**src/rtl/opsm_pkg.sv**
```systemverilog
// Shared types and constants of the OFDM pilot and subcarrier mapper.
`default_nettype none

package opsm_pkg;

  // Fixed field widths
  localparam int SAMPLE_W    = 16;
  localparam int INDEX_W     = 10;
  localparam int FFT_POINTS  = 1024;
  localparam int BSTART_W    = 10;
  localparam int BWIDTH_W    = 11;
  localparam int PTOTAL_W    = 7;
  localparam int PSPACE_W    = 11;
  localparam int PFIRST_W    = 10;
  localparam int PILOT_POS_W = 11;
  localparam int CFG_IDX_W   = 3;
  localparam int CFG_DATA_W  = 16;
  localparam int IN_TDATA_W  = 32;
  localparam int OUT_TDATA_W = 48;

  localparam logic [PILOT_POS_W-1:0] PILOT_SAT  = 11'd2047;
  localparam logic [INDEX_W-1:0]     LAST_INDEX = INDEX_W'(FFT_POINTS - 1);

  // Register reset values
  localparam logic [BSTART_W-1:0]   RST_BAND_START    = 10'd128;
  localparam logic [BWIDTH_W-1:0]   RST_BAND_WIDTH    = 11'd768;
  localparam logic [PTOTAL_W-1:0]   RST_PILOT_TOTAL   = 7'd32;
  localparam logic [PSPACE_W-1:0]   RST_PILOT_SPACING = 11'd24;
  localparam logic [PFIRST_W-1:0]   RST_PILOT_FIRST   = 10'd0;
  localparam logic [SAMPLE_W-1:0]   RST_PILOT_REAL    = 16'd21299;
  localparam logic [SAMPLE_W-1:0]   RST_PILOT_IMAG    = 16'd0;

  // Register indexes
  typedef enum logic [CFG_IDX_W-1:0] {
    REG_BAND_START    = 3'd0,
    REG_BAND_WIDTH    = 3'd1,
    REG_PILOT_TOTAL   = 3'd2,
    REG_PILOT_SPACING = 3'd3,
    REG_PILOT_FIRST   = 3'd4,
    REG_PILOT_REAL    = 3'd5,
    REG_PILOT_IMAG    = 3'd6
  } reg_idx_t;

  // Request kinds carried on tuser
  typedef enum logic {
    REQ_LOAD = 1'b0,
    REQ_EMIT = 1'b1
  } req_t;

  // Source of a pending subcarrier value
  typedef enum logic [1:0] {
    SRC_ZERO  = 2'd0,
    SRC_PILOT = 2'd1,
    SRC_DATA  = 2'd2
  } src_t;

  // Controller states
  typedef enum logic [1:0] {
    ST_IDLE = 2'b01,
    ST_PEND = 2'b10
  } state_t;

  typedef struct packed {
    logic [BSTART_W-1:0] band_start;
    logic [BWIDTH_W-1:0] band_width;
    logic [PTOTAL_W-1:0] pilot_total;
    logic [PSPACE_W-1:0] pilot_spacing;
    logic [PFIRST_W-1:0] pilot_first;
    logic [SAMPLE_W-1:0] pilot_real;
    logic [SAMPLE_W-1:0] pilot_imag;
  } cfg_t;

  // Commands from controller to datapath
  typedef struct packed {
    logic load;   // store one data symbol
    logic emit;   // classify next subcarrier, issue buffer read
    logic move;   // pending result into the output register
  } cmd_t;

endpackage

`default_nettype wire

```
**src/rtl/opsm_ctrl.sv**
```systemverilog
// Controller state machine: request acceptance and output register valid.
`default_nettype none

module opsm_ctrl
  import opsm_pkg::*;
(
  input  wire logic clk,
  input  wire logic rst_n,
  input  wire logic in_tvalid,
  input  wire logic in_tuser,
  output logic      in_tready,
  output logic      out_tvalid,
  input  wire logic out_tready,
  output cmd_t      cmd
);

  state_t state_r, state_nxt;
  logic   out_valid_r, out_valid_nxt;
  logic   take;

  // Accept only with no result pending
  assign in_tready = (state_r == ST_IDLE);
  assign take      = in_tvalid && in_tready;

  always_comb begin
    cmd.load = take && (req_t'(in_tuser) == REQ_LOAD);
    cmd.emit = take && (req_t'(in_tuser) == REQ_EMIT);
    cmd.move = (state_r == ST_PEND) && (!out_valid_r || out_tready);
  end

  // Advance state
  always_comb begin
    state_nxt = state_r;
    unique case (state_r)
      ST_IDLE: begin
        if (cmd.emit) state_nxt = ST_PEND;
      end
      ST_PEND: begin
        if (cmd.move) state_nxt = ST_IDLE;
      end
      default: state_nxt = ST_IDLE;
    endcase
  end

  // Hold output valid until taken
  always_comb begin
    out_valid_nxt = out_valid_r;
    if (cmd.move) begin
      out_valid_nxt = 1'b1;
    end else if (out_tready) begin
      out_valid_nxt = 1'b0;
    end
  end

  always_ff @(posedge clk) begin
    if (!rst_n) begin
      state_r     <= ST_IDLE;
      out_valid_r <= 1'b0;
    end else begin
      state_r     <= state_nxt;
      out_valid_r <= out_valid_nxt;
    end
  end

  assign out_tvalid = out_valid_r;

  a_emit_pends: assert property (@(posedge clk) disable iff (!rst_n)
    cmd.emit |=> (state_r == ST_PEND))
    else $error("emit request did not leave a pending result");

  a_valid_from_move: assert property (@(posedge clk) disable iff (!rst_n)
    $rose(out_valid_r) |-> $past(cmd.move))
    else $error("output became valid without a pending result");

  a_no_overwrite: assert property (@(posedge clk) disable iff (!rst_n)
    (cmd.move && out_valid_r) |-> out_tready)
    else $error("pending result overwrote an untaken output");

endmodule

`default_nettype wire

```
**config.mk**
```make
export PLATFORM = sky130hd
export DESIGN_NAME = opsm_ctrl
export DESIGN_NICKNAME = d
export VERILOG_FILES = /design/src/rtl/opsm_pkg.sv /design/src/rtl/opsm_ctrl.sv
export SDC_FILE = /design/constraint.sdc
export NUM_CORES = 1
export LEC_CHECK = 0
export BUFFER_PORTS_ARGS = -buffer_cell sky130_fd_sc_hd__buf_4
export CORE_AREA = 2 2 39 41
export CTS_CLUSTER_SIZE = 20
export DETAILED_ROUTE_END_ITERATION = 12
export DIE_AREA = 0 0 41 43
export GPL_TIMING_DRIVEN = 0
export PLACE_DENSITY = 0.39
export SLEW_MARGIN = 20
export SYNTH_ARGS = -nofsm -noshare
export SYNTH_HDL_FRONTEND = slang
export SYNTH_SLANG_ARGS = --single-unit
```
**constraint.sdc**
```tcl
create_clock -name clk -period 0.95 [get_ports clk]
set_input_delay 0.19 -clock clk [delete_from_list [all_inputs] [get_ports clk]]
set_output_delay 0.19 -clock clk [all_outputs]
set_load 0.005 [all_outputs]
```
==> results.toml <==
[cts]
clk_pin_slew_ns = 0.03
clock-root-buffer = "clkbuf_4"
cts_max_path_buffers = 2
htreeDepth = 1
cts_tree = "built"
numCtsBuffers = 3
clock-sinks = 3
clock_latency_ns = 0.23
cts_hold_buf = 0

[pwr]
clockPowerShare_pct = 54.0
combPwrFrac_pct = 12.7
seqPwrFrac_pct = 33.2
p_per_area_nw_per_um2 = 1420
power_uw = 405
swShare_pct = 20.1
switching_power_uw = 81.2
vdd_drop_max_uv = 241
p_leak_nw = 0.142
internal_power_uw = 324

[logic_synthesis]
ys_seq_area_share_pct = 41.7
syn_inst = 14
synth_nets = 19
synth-warning-count = 0
yosys.cell_types.count = 10
yosysTopAreaCell = "dfxtp_1"
syn_avg_cell_area_um2 = 10.3
synthTopCellsByArea = "dfxtp_1, and4bb_1, nand2b_1"
ys_ff_latch = 3
synth_top_area_share_pct = 41.7
netlist_area_um2 = 144

[cells_and_area]
diodes = 0
syn2layout_area_growth_pct = 98.3
drive_gt1_share_pct = 74.1
nets = 33
multi_input_area_um2 = 97.6
fin_cells = 43
final.fill_count = 162
regArea_um2 = 66.3

[sta]
setup_slack_ns = -0.212
slew_violations = 0
max_slew_margin_pct = 91.2
finalHoldViolCount = 0
fin_skew_ns = 0.000329
min_period_ns = 1.16
min_period_over_period_pct = 122
worst_pin_slew_ns = 0.131
finalSetupViolCount = 5
timing.fmax_mhz = 861
grt_setup_unrepaired = "yes"

[setup_path]
cp-end-kind = "output pin"
critPathMaxFanout = 4
worstPathArrival_ns = 0.97
critical_path.startpoint_type = "register"
crit_type = "reg -> out"
crit_required_ns = 0.76

[floorplanning]
core_area_um2 = 1380
initial_core_util_pct = 10.4
die_h_um = 43
rows = 14
die_area_um2 = 1760
pin_count = 10
die_x_um = 41

[run]
maxCapViolCount = 0

[drt]
wl_per_cell_um = 8.51
wl_um = 366
drt-initial-drc-count = 0
drt-vias-per-instance = 3.51
dr.pass1.iters = 1
drcViolationCount = 0
final_antenna_net_count = 0
vias = 151

[placement]
place_ws_ns = -0.0502
placed_cells = 39
gp_congestion = 0.522
io_buffers = 9

[global_routing]
grt_pass1_wl_um = 531
globalRouteTotalUtil_pct = 5.02
grt.overflow.total = 0
grt_max_degree = 5
antenna_found_initial = 0
grt_pass1_vias = 158

[min_path]
hp-class = "in -> reg"

[status]
violations = "setup timing"
status = "finished with violations"
-- cell type report --
class | instances | share of cell area [%]
multi-input cells | 10 | 34.2
repair buffers | 10 | 26.3
flip-flops and latches | 3 | 23.2
clock buffers | 4 | 9.21
well taps | 16 | 7.02
-- final timing paths --
check        cells after the start  slack, ns                     from                      end
max                              2      -0.21  state_r[1]$_SDFFE_PN0P_                   cmd[1]
min                              2       0.14                    rst_n  state_r[0]$_SDFFE_PN1P_
max reg2reg                      3      -0.05  state_r[1]$_SDFFE_PN0P_  state_r[1]$_SDFFE_PN0P_
min reg2reg                      2       0.50  out_tvalid$_SDFFE_PN0P_  out_tvalid$_SDFFE_PN0P_
-- registers in the layout, indices dropped and copies added, names as in the netlist --
register,count
out_tvalid,1
state_r,2
-- timing repair --
item / CTS / global route
gates resized for setup: 7 / 2
pin swaps: 2 / 2
endpoints found under the hold margin: 0 / 0
buffers inserted: 1 / 1
setup endpoints to repair: 4 / 6
-- cell usage after synthesis --
master,count
dfxtp_1,3
nand2b_1,2
nor2b_1,2
a21boi_0,1
and3b_1,1
and4b_1,1
and4bb_1,1
buf_4,1
o21a_1,1
o21ai_1,1
-- cells in the final DEF, fill, tap and decap left out --
| cell | instances |
|---|---|
| nand2b_1 | 1 |
| clkbuf_4 | 3 |
| and4bb_1 | 1 |
| and3b_1 | 1 |
| nand2b_4 | 1 |
| nor2b_4 | 1 |
| o21ai_2 | 1 |
| buf_4 | 10 |
| dfxtp_4 | 1 |
| and4b_1 | 1 |
| a21boi_0 | 1 |
| o21a_1 | 1 |
| nor2b_2 | 1 |
| clkbuf_1 | 1 |
| dfxtp_2 | 2 |
-- worst max-delay path, stage by stage (launching register included) --
cell	delay (ns)
dfxtp_4	0.36
and4b_1	0.27
buf_4	0.12
-- layer usage --
layer	GRT usage (%)	part of all wire (%)
met5	0	0
met4	6.00	0
met3	3.14	10
met2	5.63	47
met1	5.47	43
-- stage by stage --
stage                     hold slack (ns)  setup TNS [ns]  util (%)  instance area [um^2]
final                               0.140          -0.642      20.6                   285
after global routing                0.145          -0.821      20.6                   285
after CTS                           0.139          -0.716      20.2                   279
after detailed placement            0.394         -0.0601      16.7                   231
after global placement              0.391         -0.0453      16.7                   231
after floorplan                     0.270               0         -                   144
-- kinds of logic (layout without fill, tap and decap cells) --
| logic type | Yosys count | after routing | synth area share [%] |
|---|---|---|---|
| flops | 3 | 3 | 41.7 |
| simple gates | 7 | 7 | 39.1 |
| buf+inv | 1 | 14 | 5.22 |
| compound gates | 3 | 3 | 13.9 |
-- power groups by stage --
stage               sequential (mW)  combinational (mW)  clock (mW)
finish                        0.135              0.0516       0.219
global route                  0.135              0.0560       0.231
CTS                           0.135              0.0506       0.235
detailed placement            0.136              0.0436           0
global placement              0.135              0.0433           0
floorplan                     0.135              0.0151           0
Power figures use the tool's default switching activity.
